### config.mk
export PLATFORM = sky130hd
export DESIGN_NAME = tte_ctrl
export DESIGN_NICKNAME = d
export VERILOG_FILES = /design/src/rtl/core/tte_pkg.sv /design/src/rtl/core/tte_ctrl.sv
export VERILOG_INCLUDE_DIRS = /design/src /design/src/rtl/core
export SDC_FILE = /design/constraint.sdc
export NUM_CORES = 1
export LEC_CHECK = 0
export BUFFER_PORTS_ARGS = -buffer_cell sky130_fd_sc_hd__buf_4
export CAP_MARGIN = 20
export CORE_AREA = 2 2 39 41
export DETAILED_ROUTE_END_ITERATION = 7
export DIE_AREA = 0 0 41 43
export GPL_TIMING_DRIVEN = 0
export PLACE_DENSITY_LB_ADDON = 0.25
export RECOVER_POWER = 25
export SLEW_MARGIN = 20
export SYNTH_ARGS = -nofsm -noshare
export SYNTH_HDL_FRONTEND = slang
export SYNTH_SLANG_ARGS = --single-unit
export TNS_END_PERCENT = 5
### constraint.sdc
create_clock -name clk -period 0.9 [get_ports clk]
set_input_delay 0.045 -clock clk [delete_from_list [all_inputs] [get_ports clk]]
set_output_delay 0.045 -clock clk [all_outputs]
set_load 0.05 [all_outputs]
### src/rtl/core/text_terminal_char_engine_macros.svh
// Assertion helpers for the engine's RTL; the controller (tte_ctrl) includes them.
// Each macro expects signals named clk and arst_n in the calling scope.
`ifndef TEXT_TERMINAL_CHAR_ENGINE_MACROS_SVH
`define TEXT_TERMINAL_CHAR_ENGINE_MACROS_SVH

// Same-cycle implication, checked outside reset.
`define TTE_ASSERT_IMP(label, ante, cons, msg) \
	label: assert property (@(posedge clk) disable iff (!arst_n) (ante) |-> (cons)) \
		else $error(msg);

// Next-cycle implication, checked outside reset.
`define TTE_ASSERT_NXT(label, ante, cons, msg) \
	label: assert property (@(posedge clk) disable iff (!arst_n) (ante) |=> (cons)) \
		else $error(msg);

`endif

### src/rtl/core/tte_pkg.sv
package tte_pkg;

	// Field widths
	localparam int CMD_W     = 2;
	localparam int CHAR_W    = 8;
	localparam int INDEX_W   = 11;
	localparam int CELL_W    = 16;
	localparam int COLOR_W   = 4;
	localparam int CFG_IDX_W = 1;

	// Command codes
	localparam logic [CMD_W-1:0] CMD_PRINT = 2'd0;
	localparam logic [CMD_W-1:0] CMD_CLEAR = 2'd1;
	localparam logic [CMD_W-1:0] CMD_READ  = 2'd2;

	// Register indexes
	localparam logic [CFG_IDX_W-1:0] CFG_FG = 1'b0;
	localparam logic [CFG_IDX_W-1:0] CFG_BG = 1'b1;

	// Character codes
	localparam logic [CHAR_W-1:0] CHAR_TAB   = 8'h09;
	localparam logic [CHAR_W-1:0] CHAR_NL    = 8'h0A;
	localparam logic [CHAR_W-1:0] CHAR_CR    = 8'h0D;
	localparam logic [CHAR_W-1:0] CHAR_SPACE = 8'h20;

	// Reset values
	localparam logic [CELL_W-1:0]  RESET_CELL = 16'h0720;
	localparam logic [COLOR_W-1:0] FG_RESET   = 4'd7;
	localparam logic [COLOR_W-1:0] BG_RESET   = 4'd0;

	// Controller to datapath commands
	typedef struct packed {
		logic load_item;
		logic exec_print;
		logic home;
		logic rd_issue;
		logic start_sweep;
		logic copy_step;
		logic fill_step;
		logic fill_reset;
		logic out_load;
	} tte_ctl_t;

	// Datapath to controller status
	typedef struct packed {
		logic [CMD_W-1:0] item_cmd;
		logic             need_scroll;
		logic             copy_end;
		logic             ptr_last;
		logic             out_free;
	} tte_sts_t;

endpackage

### src/rtl/core/tte_ctrl.sv
module tte_ctrl (
	input  logic              clk,
	input  logic              arst_n,
	input  logic              req_valid,
	output logic              req_ready,
	input  tte_pkg::tte_sts_t sts,
	output tte_pkg::tte_ctl_t ctl
);

	`include "text_terminal_char_engine_macros.svh"

	localparam logic [2:0] ST_RESET_FILL = 3'd0;
	localparam logic [2:0] ST_IDLE       = 3'd1;
	localparam logic [2:0] ST_EXEC       = 3'd2;
	localparam logic [2:0] ST_SCROLL     = 3'd3;
	localparam logic [2:0] ST_FILL       = 3'd4;
	localparam logic [2:0] ST_DONE       = 3'd5;

	logic [2:0] st_q;
	logic [2:0] st_nxt;

	// Fill the store after reset, then sequence one item: execute, sweep the store if needed, post the result
	always_comb begin
		ctl       = '0;
		st_nxt    = st_q;
		req_ready = 1'b0;
		case (st_q)
			ST_RESET_FILL: begin
				ctl.fill_step  = 1'b1;
				ctl.fill_reset = 1'b1;
				if (sts.ptr_last)
					st_nxt = ST_IDLE;
			end
			ST_IDLE: begin
				req_ready = 1'b1;
				if (req_valid) begin
					ctl.load_item = 1'b1;
					st_nxt        = ST_EXEC;
				end
			end
			ST_EXEC: begin
				case (sts.item_cmd)
					tte_pkg::CMD_PRINT: begin
						ctl.exec_print = 1'b1;
						if (sts.need_scroll) begin
							ctl.start_sweep = 1'b1;
							st_nxt          = ST_SCROLL;
						end else begin
							st_nxt = ST_DONE;
						end
					end
					tte_pkg::CMD_CLEAR: begin
						ctl.home        = 1'b1;
						ctl.start_sweep = 1'b1;
						st_nxt          = ST_FILL;
					end
					tte_pkg::CMD_READ: begin
						ctl.rd_issue = 1'b1;
						st_nxt       = ST_DONE;
					end
					default: st_nxt = ST_DONE;
				endcase
			end
			ST_SCROLL: begin
				ctl.copy_step = 1'b1;
				if (sts.copy_end)
					st_nxt = ST_FILL;
			end
			ST_FILL: begin
				ctl.fill_step = 1'b1;
				if (sts.ptr_last)
					st_nxt = ST_DONE;
			end
			ST_DONE: begin
				// Once the result word is free, post the result and take the next item in the same cycle
				if (sts.out_free) begin
					ctl.out_load = 1'b1;
					req_ready    = 1'b1;
					if (req_valid) begin
						ctl.load_item = 1'b1;
						st_nxt        = ST_EXEC;
					end else begin
						st_nxt = ST_IDLE;
					end
				end
			end
			default: st_nxt = ST_IDLE;
		endcase
	end

	always_ff @(posedge clk or negedge arst_n) begin
		if (!arst_n)
			st_q <= ST_RESET_FILL;
		else
			st_q <= st_nxt;
	end

	`TTE_ASSERT_IMP(a_out_free, ctl.out_load, sts.out_free, "result word overwritten")
	`TTE_ASSERT_NXT(a_accept_exec, req_valid && req_ready, st_q == ST_EXEC, "item not executed")
	`TTE_ASSERT_NXT(a_copy_fill, (st_q == ST_SCROLL) && sts.copy_end, st_q == ST_FILL, "scroll lost")
	`TTE_ASSERT_IMP(a_one_writer, 1'b1,
		$onehot0({ctl.exec_print, ctl.copy_step, ctl.fill_step}), "store write conflict")

endmodule

Word level (Yosys, flattened, before mapping). Index checks and enable logic that the tools add are counted.

Bitwise logic cells: 0. Shifts and indexed selects: 0. $lt $le $gt $ge: 0. Div/mod/pow operators: 0. Add/sub/neg operators: 0. $mul: 0. Equal/unequal tests: 12. Multiplexer cells: 24. Reduce and logical (&&, ||, !) cells: 4.

Operators by type and width (count): $mux W3 (6); $pmux W3 S6 (1); $mux W1 (11); $ne A2 B2 Y1 const B (5); $eq A3 B2 Y1 const B (2); $eq A3 B3 Y1 const B (2); $pmux W1 S2 (3); $pmux W3 S2 (1); $reduce_and A5 Y1 (1); $mux W4 (1); $eq A3 B1 Y1 const B (1); $logic_not A3 Y1 (1); $eq A2 B1 Y1 const B (1); $eq A2 B2 Y1 const B (1); $logic_not A2 Y1 (1); $mux W2 (1); $reduce_or A2 Y1 (1).

Memories: 0. Bits in writable memories: 0. Word-level logic and storage cells: 41. Latch bits: 0. Bits in read-only memories: 0. Output and inout bits: 10. Bits in registers: 3.

Depth between registers and ports, before layout. Gate-level depths: netlist of run 1.

Depth after elaboration: 3. Depth in mapped cells: 4. Gate-level depth less buffers: 4.

Least setup slack after synthesis of run 1. No wires, ideal clock.

Kind: flip-flop to output port. Start: register st_q[0]. End: output ctl[5] in the netlist's numbering. Stages on the path, launching flop included: 3. Arrival time: 2.052 ns. Path slack: -1.197 ns. Data required time: 0.855 ns. Cells stage by stage: dfrtp_1 > buf_2 > nor4_1.

RTL lines: start: declaration (RTL line tte_ctrl.sv:19) `logic [2:0] st_q;`; start signal: assignment (RTL line tte_ctrl.sv:95) `st_q <= st_nxt;`; end: declaration (RTL line tte_ctrl.sv:7) `output tte_pkg::tte_ctl_t ctl`.

==> summary.md, run 1 <==
| Metric | Value |
|---|---|
| WHS | 120.8 ps |
| Max IR drop VDD | 1836 µV |
| WHS Endpoint | st_q[2] |
| Vias post-DR | 419 |
| Layout Cell Area excl Fill | 715.7 µm² |
| Failing checks | setup timing |
| HP Start | sts[2] |
| Worst Setup Start Kind | flop |
| Largest Register | st_q |
| Post-Synthesis Cells | 44 |
| Core area | 1384 µm² |
| Reg2Reg Depth | 4 |
| Clock-pin slew on the worst setup and hold paths | 40 ps |
| Synth Register Bits | 3 |
| Commonest cells post-synth | nor2_1, a21oi_1 |
| Drt first pass iters | 4 |
| Setup ws final | -413.7 ps |
| First-pass GRT wire length | 1559 µm |
| Clk_lat worst skew | 230 ps |
| Setup Crit Path Kind | reg2out |
| Worst R2R End | st_q[2] |
| Vias in the first global route | 374 |
| Post-Route WL | 968 µm |
| Setup crit end kind | output port |
| Area Growth Syn to Fin | 130.6% |
| Area of the multi-input gates | 302.8 µm² |
| Layout cells sized above 1 | 64.38% |
| Crit path max fanout | 9 |
| Main synth FF type | dfrtp_1 |
| Period utilization | 146.0% |
| Initial core utilization | 22.42% |
| R2r startpoint | st_q[0] |
| Hold path depth | 3 |
| Synth top area share | 24.19% |
| Die ar. | 1763 µm² |
| Site row count | 14 |
| Maximum clock frequency | 761.2 MHz |
| Placement Cell Area | 540.5 µm² |
| Synth area leaders | dfrtp_1, nor2_1, a21oi_1, nor3_1, o21ai_1 |
| Root Driver | clkbuf_4 |
| Syn nets | 53 |
| Routed Antenna Nets | 0 |
| Seq/Total Area, Yosys | 24.19% |
| Max Clock Skew | 4.915 ps |
| Worst Hold Class | in2reg |
| Num CTS Buffers | 3 |
| Final Max Tran Viols | 0 |
| Flip-flop and latch area | 76.32 µm² |
| RSZ-0062 raised after global routing | true |
| Biggest regs | st_q: 3 flops |
| Via/cell ratio | 4.708 |
| Yosys top cell by area | dfrtp_1 |
| GRT Util Overall | 13.18% |
| Inst Count DP | 78 |
| Lkg Pwr | 0.3064 nW |
| Port buffer count | 18 |
| Antenna violations before repair | 0 |
| WL per Instance | 10.88 µm |
| Nets | 83 |
| Most frequent cell after synthesis | nor2_1 |
| DIE HEIGHT | 43 µm |
| Final std cells w/o fill | 89 |
| PD cells | 3772 nW/µm² |
| DP HPWL | 680.7 µm |
| TritonCTS clock tree | built |
| Least-Margin Pin Slew | 263.4 ps |
| Synth unique cells | 24 |
| Max reg flops | 3 |
| DR iter-0 viols | 3 |
| Syn Area/Cell | 7.052 µm² |
| # diodes | 0 |
| Fillers | 145 |
| Status | finished, violations left |
| Reg-to-reg slack, setup | -250 ps |
| Number of synthesized flops with an enable pin | 0 |
| Min Clock Period, post-route | 1314 ps |
| Total I/O pin count | 19 |
| Syn. warnings | 0 |
| Ys async rst share | 100.0% |
| Drc violations | 0 |
| CP required | 850 ps |
| Max Cap Viol | 0 |
| Mapped Area | 310.3 µm² |
| TNS Setup | -4152 ps |
| Max_slew headroom | 82.44% |
| Clock sinks | 3 |
| WP data arrival | 1270 ps |
| Final setup fails | 13 |
| Routability cong. | 0.7350 |
| Die W | 41 µm |
| Max clock buf depth | 2 |
| Placement Setup Slack | -377.7 ps |
| # H-tree levels | 1 |
| Final Hold Fails | 0 |
| Largest net degree at the start of global routing | 10 |
| Final global-route overflow total | 0 |
## routing by layer
layer	track usage (%)	share of wire [%]	vias to the layer above
met1	15.86	42	189
met5	0	0	-
met4	8.000	0	0
met3	3.665	6.5	0
met2	19.69	52	20
li1	-	-	210
## power by group
group / switching (mW) / internal, mW / leakage (nW) / total [mW]
sequential: 0.0588 / 0.204 / 0.0367 / 0.263
combinational: 1.29 / 0.907 / 0.255 / 2.20
clock: 0.0707 / 0.166 / 0.0150 / 0.237
total: 1.42 / 1.28 / 0.306 / 2.70
## layout by cell type (no fill, tap or decap)
master | synthesis | layout
nor2_4 | 0 | 3
clkbuf_1 | 0 | 2
inv_1 | 3 | 3
nand3_1 | 1 | 1
nor2_2 | 0 | 1
dfrtp_1 | 3 | 2
nor3_1 | 3 | 1
a31oi_1 | 1 | 1
nor2_1 | 7 | 3
dfrtp_2 | 0 | 1
nand2_1 | 2 | 2
nand2b_1 | 2 | 2
nor4_4 | 0 | 2
nand2_2 | 1 | 1
buf_6 | 0 | 9
a21oi_2 | 0 | 1
nor3_4 | 0 | 3
o31ai_1 | 1 | 1
or2_1 | 1 | 1
dlygate4sd3_1 | 0 | 1
buf_4 | 1 | 11
a21oi_1 | 4 | 3
o31a_1 | 1 | 1
nand2_4 | 1 | 1
buf_8 | 0 | 5
nor4b_2 | 1 | 1
o21a_2 | 0 | 1
o21ai_2 | 1 | 2
and2_4 | 0 | 1
o21ai_1 | 3 | 2
clkbuf_4 | 0 | 3
inv_4 | 0 | 1
## per-stage QoR
stage,power (mW),util (%)
after global placement,1.918,39.06
after floorplan,1.550,-
after global routing,2.863,51.72
after CTS,2.614,50.54
final,2.700,51.72
after detailed placement,1.913,39.06
## worst max path at each step
stage / end / startpoint / cells after the start
floorplan: ctl[5] / st_q[0] / 2
global placement: ctl[8] / st_q[2] / 4
detailed placement: ctl[8] / st_q[2] / 4
CTS: ctl[4] / st_q[0] / 4
global route: ctl[4] / st_q[1] / 5
finish: ctl[4] / st_q[0] / 4
## cells by family after synthesis
group           Yosys count  share of synthesized area (%)
flops                     3                          24.19
buf+inv                   6                          8.869
simple gates             23                          43.15
compound gates           12                          23.79
## timing repair
| item | in CTS | in global routing |
|---|---|---|
| hold endpoints to repair | 3 | 0 |
| buffers inserted | 5 | 1 |
| gates resized for setup | 24 | 3 |
| endpoints found under the setup margin | 13 | 13 |
| hold buffers | 1 | 0 |
| pin swaps | 5 | 0 |
## layout make-up
class	instances	share of cell area, %
repair buffers	25	34.97
clock buffers	4	3.671
well taps	16	2.797
flip-flops and latches	3	10.66
plain buffers	2	3.147
inverters	4	2.448
multi-input cells	35	42.31
## worst max-delay path, stage by stage (launching register included)
cell	delay (ps)
dfrtp_1	390
buf_6	170
nor3_4	170
o21a_2	170
buf_8	140
(Power assumes the default switching activity.)
==> run 2, diff against run 1 <==
- ABC_AREA: unset -> 1
- CELL_PAD_IN_SITES_DETAIL_PLACEMENT: unset -> 1
- CELL_PAD_IN_SITES_GLOBAL_PLACEMENT: unset -> 1
- CORE_AREA: 2 2 39 41 -> unset
- CORE_UTILIZATION: unset -> 23
- DIE_AREA: 0 0 41 43 -> unset
==> summary.md, run 2 <==
| Metric | Value |
|---|---|
| Max IR drop VDD | 1503 µV (was 1836 µV) |
| Port buffer count | 18 (unchanged) |
| Inst Count DP | 94 (was 78) |
| Setup ws final | -447.8 ps (was -413.7 ps) |
| Mux contribution to synthesized area | 0% (unchanged) |
| Mapped Area | 347.8 µm² (was 310.3 µm²) |
| Min Clock Period, post-route | 1348 ps (was 1314 ps) |
| Period utilization | 149.8% (was 146.0%) |
| Die ar. | 1672 µm² (was 1763 µm²) |
| Failing checks | setup timing (unchanged) |
| Drc violations | 0 (unchanged) |
| WHS | 87.48 ps (was 120.8 ps) |
| HP Start | sts[2] (unchanged) |
| Hold path depth | 4 (was 3) |
| Root Driver | clkbuf_4 (unchanged) |
| Clk_lat worst skew | 240 ps (was 230 ps) |
| Largest net degree at the start of global routing | 8 (was 10) |
| Ys async rst share | 100.0% (unchanged) |
| Layout cells sized above 1 | 55.56% (was 64.38%) |
| RSZ-0062 raised after global routing | true (unchanged) |
| Synth Register Bits | 3 (unchanged) |
| PD cells | 3506 nW/µm² (was 3772 nW/µm²) |
| CP required | 850 ps (about the same) |
| Max reg flops | 3 (unchanged) |
| Commonest non-fill, non-tap cell in the layout | nand2_1 (was buf_4) |
| DIE HEIGHT | 40.89 µm (was 43 µm) |
| Routed Antenna Nets | 0 (unchanged) |
| Drt first pass iters | 2 (was 4) |
| Yosys top cell by area | nand2_1 (was dfrtp_1) |
| WHS Endpoint | st_q[1] (was st_q[2]) |
| First-pass GRT wire length | 1918 µm (was 1559 µm) |
| WP data arrival | 1300 ps (was 1270 ps) |
| Final std cells w/o fill | 105 (was 89) |
| Simple-gate share of the synthesized area | 56.83% (was 43.15%) |
| Antenna violations before repair | 0 (unchanged) |
| Clock sinks | 3 (unchanged) |
| GRT Util Overall | 17.47% (was 13.18%) |
| Status | finished, violations left (unchanged) |
| Post-Synthesis Cells | 61 (was 44) |
| Final global-route overflow total | 0 (unchanged) |
| Largest family of logic cells by synthesized area | simple AND/OR/NAND/NOR gates (unchanged) |
| Commonest cells post-synth | nand2_1, inv_1, nor2_1, nand3_1, nor3_1 (was nor2_1, a21oi_1) |
| Area Growth Syn to Fin | 112.6% (was 130.6%) |
| Number of synthesized flops with an enable pin | 0 (unchanged) |
| Setup crit end kind | output port (unchanged) |
| Worst Hold Class | in2reg (unchanged) |
| Worst Setup Start Kind | flop (unchanged) |
| Maximum clock frequency | 742.0 MHz (was 761.2 MHz) |
| Post-Route WL | 1294 µm (was 968 µm) |
| Max_slew headroom | 84.19% (was 82.44%) |
| Die W | 40.89 µm (was 41 µm) |
| DP HPWL | 897 µm (was 680.7 µm) |
| Max Cap Viol | 0 (unchanged) |
| Compound-gate portion of the synthesized area | 6.475% (was 23.79%) |
| Least-Margin Pin Slew | 236.6 ps (was 263.4 ps) |
| TritonCTS clock tree | built (unchanged) |
| # diodes | 0 (unchanged) |
| Max clock buf depth | 2 (unchanged) |
| Seq/Total Area, Yosys | 21.58% (was 24.19%) |
| Syn Area/Cell | 5.702 µm² (was 7.052 µm²) |
| Worst R2R End | st_q[1] (was st_q[2]) |
| Xor/xnor share of the synthesized area | 0% (unchanged) |
| Largest Register | st_q (unchanged) |
| Synth top area share | 22.66% (was 24.19%) |
| Syn. warnings | 0 (unchanged) |
| Crit path max fanout | 3 (was 9) |
| Most frequent cells in the layout | nand2_1, buf_4, buf_6 (was buf_4, buf_6, buf_8) |
| Site row count | 13 (was 14) |
| Clock-pin slew on the worst setup and hold paths | 40 ps (about the same) |
| Core area | 1350 µm² (was 1384 µm²) |
| Synth unique cells | 15 (was 24) |
| DR iter-0 viols | 1 (was 3) |
| Main synth FF type | dfrtp_1 (unchanged) |
| Final Hold Fails | 0 (unchanged) |
| Post-Synth Adder-Cell Area | 0% (unchanged) |
| Nets | 100 (was 83) |
| # H-tree levels | 1 (unchanged) |
| Num CTS Buffers | 3 (unchanged) |
| Synth area leaders | nand2_1, dfrtp_1, inv_1, nor2_4, nor2_1 (was dfrtp_1, nor2_1, a21oi_1, nor3_1, o21ai_1) |
| Biggest regs | st_q: 3 flops (unchanged) |
| Lkg Pwr | 0.3747 nW (was 0.3064 nW) |
| Syn nets | 70 (was 53) |
| Initial core utilization | 25.76% (was 22.42%) |
| Reg-to-reg slack, setup | -410 ps (was -250 ps) |
| Setup Crit Path Kind | reg2out (unchanged) |
| Total I/O pin count | 19 (unchanged) |
| Via/cell ratio | 4.590 (was 4.708) |
| Routability cong. | 0.6620 (was 0.7350) |
| Most frequent cell after synthesis | nand2_1 (was nor2_1) |
| Reg2Reg Depth | 8 (was 4) |
| R2r startpoint | st_q[2] (was st_q[0]) |
| Max Clock Skew | 4.264 ps (was 4.915 ps) |
| Final Max Tran Viols | 0 (unchanged) |
| WL per Instance | 12.32 µm (was 10.88 µm) |
| Vias post-DR | 482 (was 419) |
| Final setup fails | 13 (unchanged) |
| Vias in the first global route | 444 (was 374) |
[run 2: cell count changes after synthesis, sizes merged, moves of 3 or more]
cell and change:
nand2 +18, inv +7, a21oi -3, nand3 +3, nor2 +4
[run 2: logic make-up after synthesis]
group           count (synthesis)
buf+inv                        12
simple gates                   42
flops                           3
compound gates                  4
[run 2: how the worst max path moves through the flow]
stage | startpoint | endpoint | slack (ps) | cells after the start
after floorplan | st_q[1] | ctl[5] | -380 | 4
after global routing | st_q[1] | ctl[4] | -540 | 5
after CTS | st_q[2] | ctl[4] | -490 | 5
final | st_q[2] | ctl[4] | -450 | 5
after detailed placement | st_q[0] | ctl[8] | -360 | 5
after global placement | st_q[1] | ctl[5] | -350 | 5
[run 2: area by class of cell]
class	instances	area [µm²]
Timing Repair Buffer	25	240.2
Fill cell	169	610.6
Multi-Input combinational cell	46	321.6
Buffer	1	11.26
Inverter	11	43.79
Sequential cell	3	77.57
Clock buffer	4	26.28
Tap cell	15	18.77
[run 2: power by group]
group	total [mW]	internal, mW	switching [mW]
clock	0.247	0.167	0.0802
sequential	0.268	0.206	0.0622
combinational	2.08	0.771	1.31
[run 2: timing repair]
item | in CTS | in global routing
hold buffers | 1 | 0
endpoints found under the setup margin | 13 | 13
gates resized for setup | 15 | 4
endpoints found under the hold margin | 3 | 0
pin swaps | 6 | 4
buffers inserted | 5 | 1
[run 2: stage by stage]
step / power [mW] / util (%) / setup TNS [ps] / cell area, µm² / setup slack (ps)
2_1_floorplan: 1.552 / - / -3528 / 429.2 / -382.8
3_3_place_gp: 1.915 / 43.19 / -3149 / 583.1 / -351.8
3_5_place_dp: 1.948 / 43.19 / -3271 / 583.1 / -357.6
4_1_cts: 2.513 / 53.01 / -4773 / 715.7 / -485.8
5_1_grt: 2.793 / 54.77 / -5619 / 739.5 / -541.8
6_report: 2.593 / 54.77 / -4695 / 739.5 / -447.8
[run 2: worst max-delay path, cell delays in order (launching register included)]
cell     delay (ps)
dfrtp_1         370
buf_6           130
nor2_4          120
nand4_1         170
o21ai_4         100
buf_6           170
[run 2: layer usage]
layer	GRT usage, %	vias to the layer above	share of wire [%]
met1	22.65	229	43
met2	30.08	10	54
li1	-	243	-
met5	0	-	0
met4	5.000	0	0
met3	1.630	0	2.8
==> run 3, diff against run 2 <==
- PLACE_DENSITY_LB_ADDON: 0.25 -> 0.1
==> summary.md, run 3 (synthesized netlist as in run 2, its figures left out) <==
| Metric | Value |
|---|---|
| Num CTS Buffers | 3 (unchanged) |
| Clock-pin slew on the worst setup and hold paths | 40 ps (about the same) |
| Post-Route WL | 1176 µm (was 1294 µm) |
| Lkg Pwr | 0.3566 nW (was 0.3747 nW) |
| PD cells | 3519 nW/µm² (was 3506 nW/µm²) |
| First-pass GRT wire length | 1835 µm (was 1918 µm) |
| CP max-delay cell | dfrtp_2 (was dfrtp_1) |
| Routed length on met3 | 36 µm (unchanged) |
| Least-Margin Pin Slew | 221.3 ps (was 236.6 ps) |
| Setup crit end kind | output port (unchanged) |
| Largest net degree at the start of global routing | 8 (unchanged) |
| Max clock buf depth | 2 (unchanged) |
| Final setup fails | 13 (unchanged) |
| DP HPWL | 874.4 µm (was 897 µm) |
| Final global-route overflow total | 0 (unchanged) |
| Layout cells sized above 1 | 54.55% (was 55.56%) |
| Die ar. | 1672 µm² (unchanged) |
| Core area | 1350 µm² (unchanged) |
| Worst path max stage delay | 400 ps (was 370 ps) |
| Die W | 40.89 µm (unchanged) |
| R2r startpoint | st_q[1] (was st_q[2]) |
| Routability cong. | 0.7362 (was 0.6620) |
| WL per Instance | 11.42 µm (was 12.32 µm) |
| Drt first pass iters | 4 (was 2) |
| Clk_lat worst skew | 230 ps (was 240 ps) |
| Worst Hold Class | in2reg (unchanged) |
| HP Start | sts[2] (unchanged) |
| Metal2 WL | 650 µm (was 700 µm) |
| Min Clock Period, post-route | 1378 ps (was 1348 ps) |
| Largest Register | st_q (unchanged) |
| # diodes | 0 (unchanged) |
| Area Growth Syn to Fin | 104.7% (was 112.6%) |
| Max IR drop VDD | 1484 µV (was 1503 µV) |
| DIE HEIGHT | 40.89 µm (unchanged) |
| Routed Antenna Nets | 0 (unchanged) |
| Vias in the first global route | 460 (was 444) |
| Max reg flops | 3 (unchanged) |
| WP data arrival | 1330 ps (was 1300 ps) |
| Vias post-DR | 475 (was 482) |
| Crit path max fanout | 4 (was 3) |
| Period utilization | 153.1% (was 149.8%) |
| Crit. Startpoint | st_q[1] (was st_q[2]) |
| Commonest non-fill, non-tap cell in the layout | nand2_1 (unchanged) |
| TritonCTS clock tree | built (unchanged) |
| Max_slew headroom | 85.20% (was 84.19%) |
| Initial core utilization | 25.76% (unchanged) |
| Worst Setup Start Kind | flop (unchanged) |
| Final Hold Fails | 0 (unchanged) |
| Drc violations | 0 (unchanged) |
| Final Max Tran Viols | 0 (unchanged) |
| Most frequent cells in the layout | nand2_1, buf_4, buf_6 (unchanged) |
| Crit path cell chain | inv_2 > nor2_4 > nand4_1 > o21ai_4 > buf_6 (was buf_6 > nor2_4 > nand4_1 > o21ai_4 > buf_6) |
| Total I/O pin count | 19 (unchanged) |
| CP required | 850 ps (about the same) |
| Max Cap Viol | 0 (unchanged) |
| # H-tree levels | 1 (unchanged) |
| Met1 wire length | 489 µm (was 557 µm) |
| Nets | 98 (was 100) |
| DR iter-0 viols | 4 (was 1) |
| Port buffer count | 18 (unchanged) |
| Max Clock Skew | 5.239 ps (was 4.264 ps) |
| RSZ-0062 raised after global routing | true (unchanged) |
| Root Driver | clkbuf_4 (unchanged) |
| Site row count | 13 (unchanged) |
| Top layer in use | met3 (unchanged) |
| Clock sinks | 3 (unchanged) |
| WHS | 85.88 ps (was 87.48 ps) |
| Setup ws final | -478.1 ps (was -447.8 ps) |
| GRT Util Overall | 16.63% (was 17.47%) |
| Biggest regs | st_q: 3 flops (unchanged) |
| Maximum clock frequency | 725.6 MHz (was 742.0 MHz) |
| Antenna violations before repair | 0 (unchanged) |
| Status | finished, violations left (unchanged) |
| Setup Crit Path Kind | reg2out (unchanged) |
| Total power draw | 2.505 mW (was 2.593 mW) |
| Via/cell ratio | 4.612 (was 4.590) |
| Failing checks | setup timing (unchanged) |
-- run 3: cell types whose count changed in the layout (fill, tap and decap cells not counted), sizes merged --
cell	before	now
buf	24	22
-- run 3: routing by layer --
metal	global-route usage, %	vias to the layer above
met5	0	-
met4	2.500	0
met3	3.261	0
met2	32.81	10
met1	17.97	223
li1	-	242
-- run 3: final cells by class --
| type | count | area, µm² |
|---|---|---|
| Clock buffer | 4 | 26.28 |
| Timing Repair Buffer | 24 | 241.5 |
| Tap cell | 15 | 18.77 |
| Fill cell | 178 | 638.1 |
| Multi-Input combinational cell | 46 | 302.8 |
| Sequential cell | 3 | 78.83 |
| Inverter | 11 | 43.79 |
-- run 3: per-stage QoR --
stage / cell area, µm² / setup slack [ps] / setup TNS [ps] / instances / util, %
global route: 711.9 / -535.7 / -5393 / 103 / 52.73
CTS: 725.7 / -498.4 / -4958 / 104 / 53.75
finish: 711.9 / -478.1 / -4584 / 103 / 52.73
floorplan: 429.2 / -382.8 / -3528 / 61 / -
global placement: 583.1 / -338.6 / -2945 / 94 / 43.19
detailed placement: 583.1 / -345.5 / -3063 / 94 / 43.19
-- run 3: path summary, 6_finish.rpt --
check | end | slack, ps | depth (start not counted)
min | st_q[1] | 90 | 4
min reg2reg | st_q[0] | 670 | 3
max | ctl[4] | -480 | 5
max reg2reg | st_q[1] | -280 | 8
max in group asynchronous | st_q[0] | 570 | 2
min in group asynchronous | st_q[2] | 150 | 2
-- run 3: critical path: cells and delay by family (launching register included) --
| family | cells | cell delay, ps |
|---|---|---|
| compound gates | 1 | 110 |
| buf+inv | 2 | 220 |
| simple gates | 2 | 360 |
| flops | 1 | 400 |
-- run 3: timing repair --
action / CTS / global route
endpoints found under the setup margin: 13 / 13
cloned: 0 / 0
resized for setup: 13 / 2
endpoints found under the hold margin: 3 / 0
pin swaps: 6 / 2
setup buffers: 5 / 0
hold buffers: 1 / 0
-- run 3: power by group --
part | internal [mW] | total, mW | switching [mW] | leakage, nW
clock | 0.166 | 0.236 | 0.0703 | 0.0150
combinational | 0.756 | 1.99 | 1.23 | 0.308
sequential | 0.209 | 0.281 | 0.0715 | 0.0340
total | 1.13 | 2.51 | 1.37 | 0.357
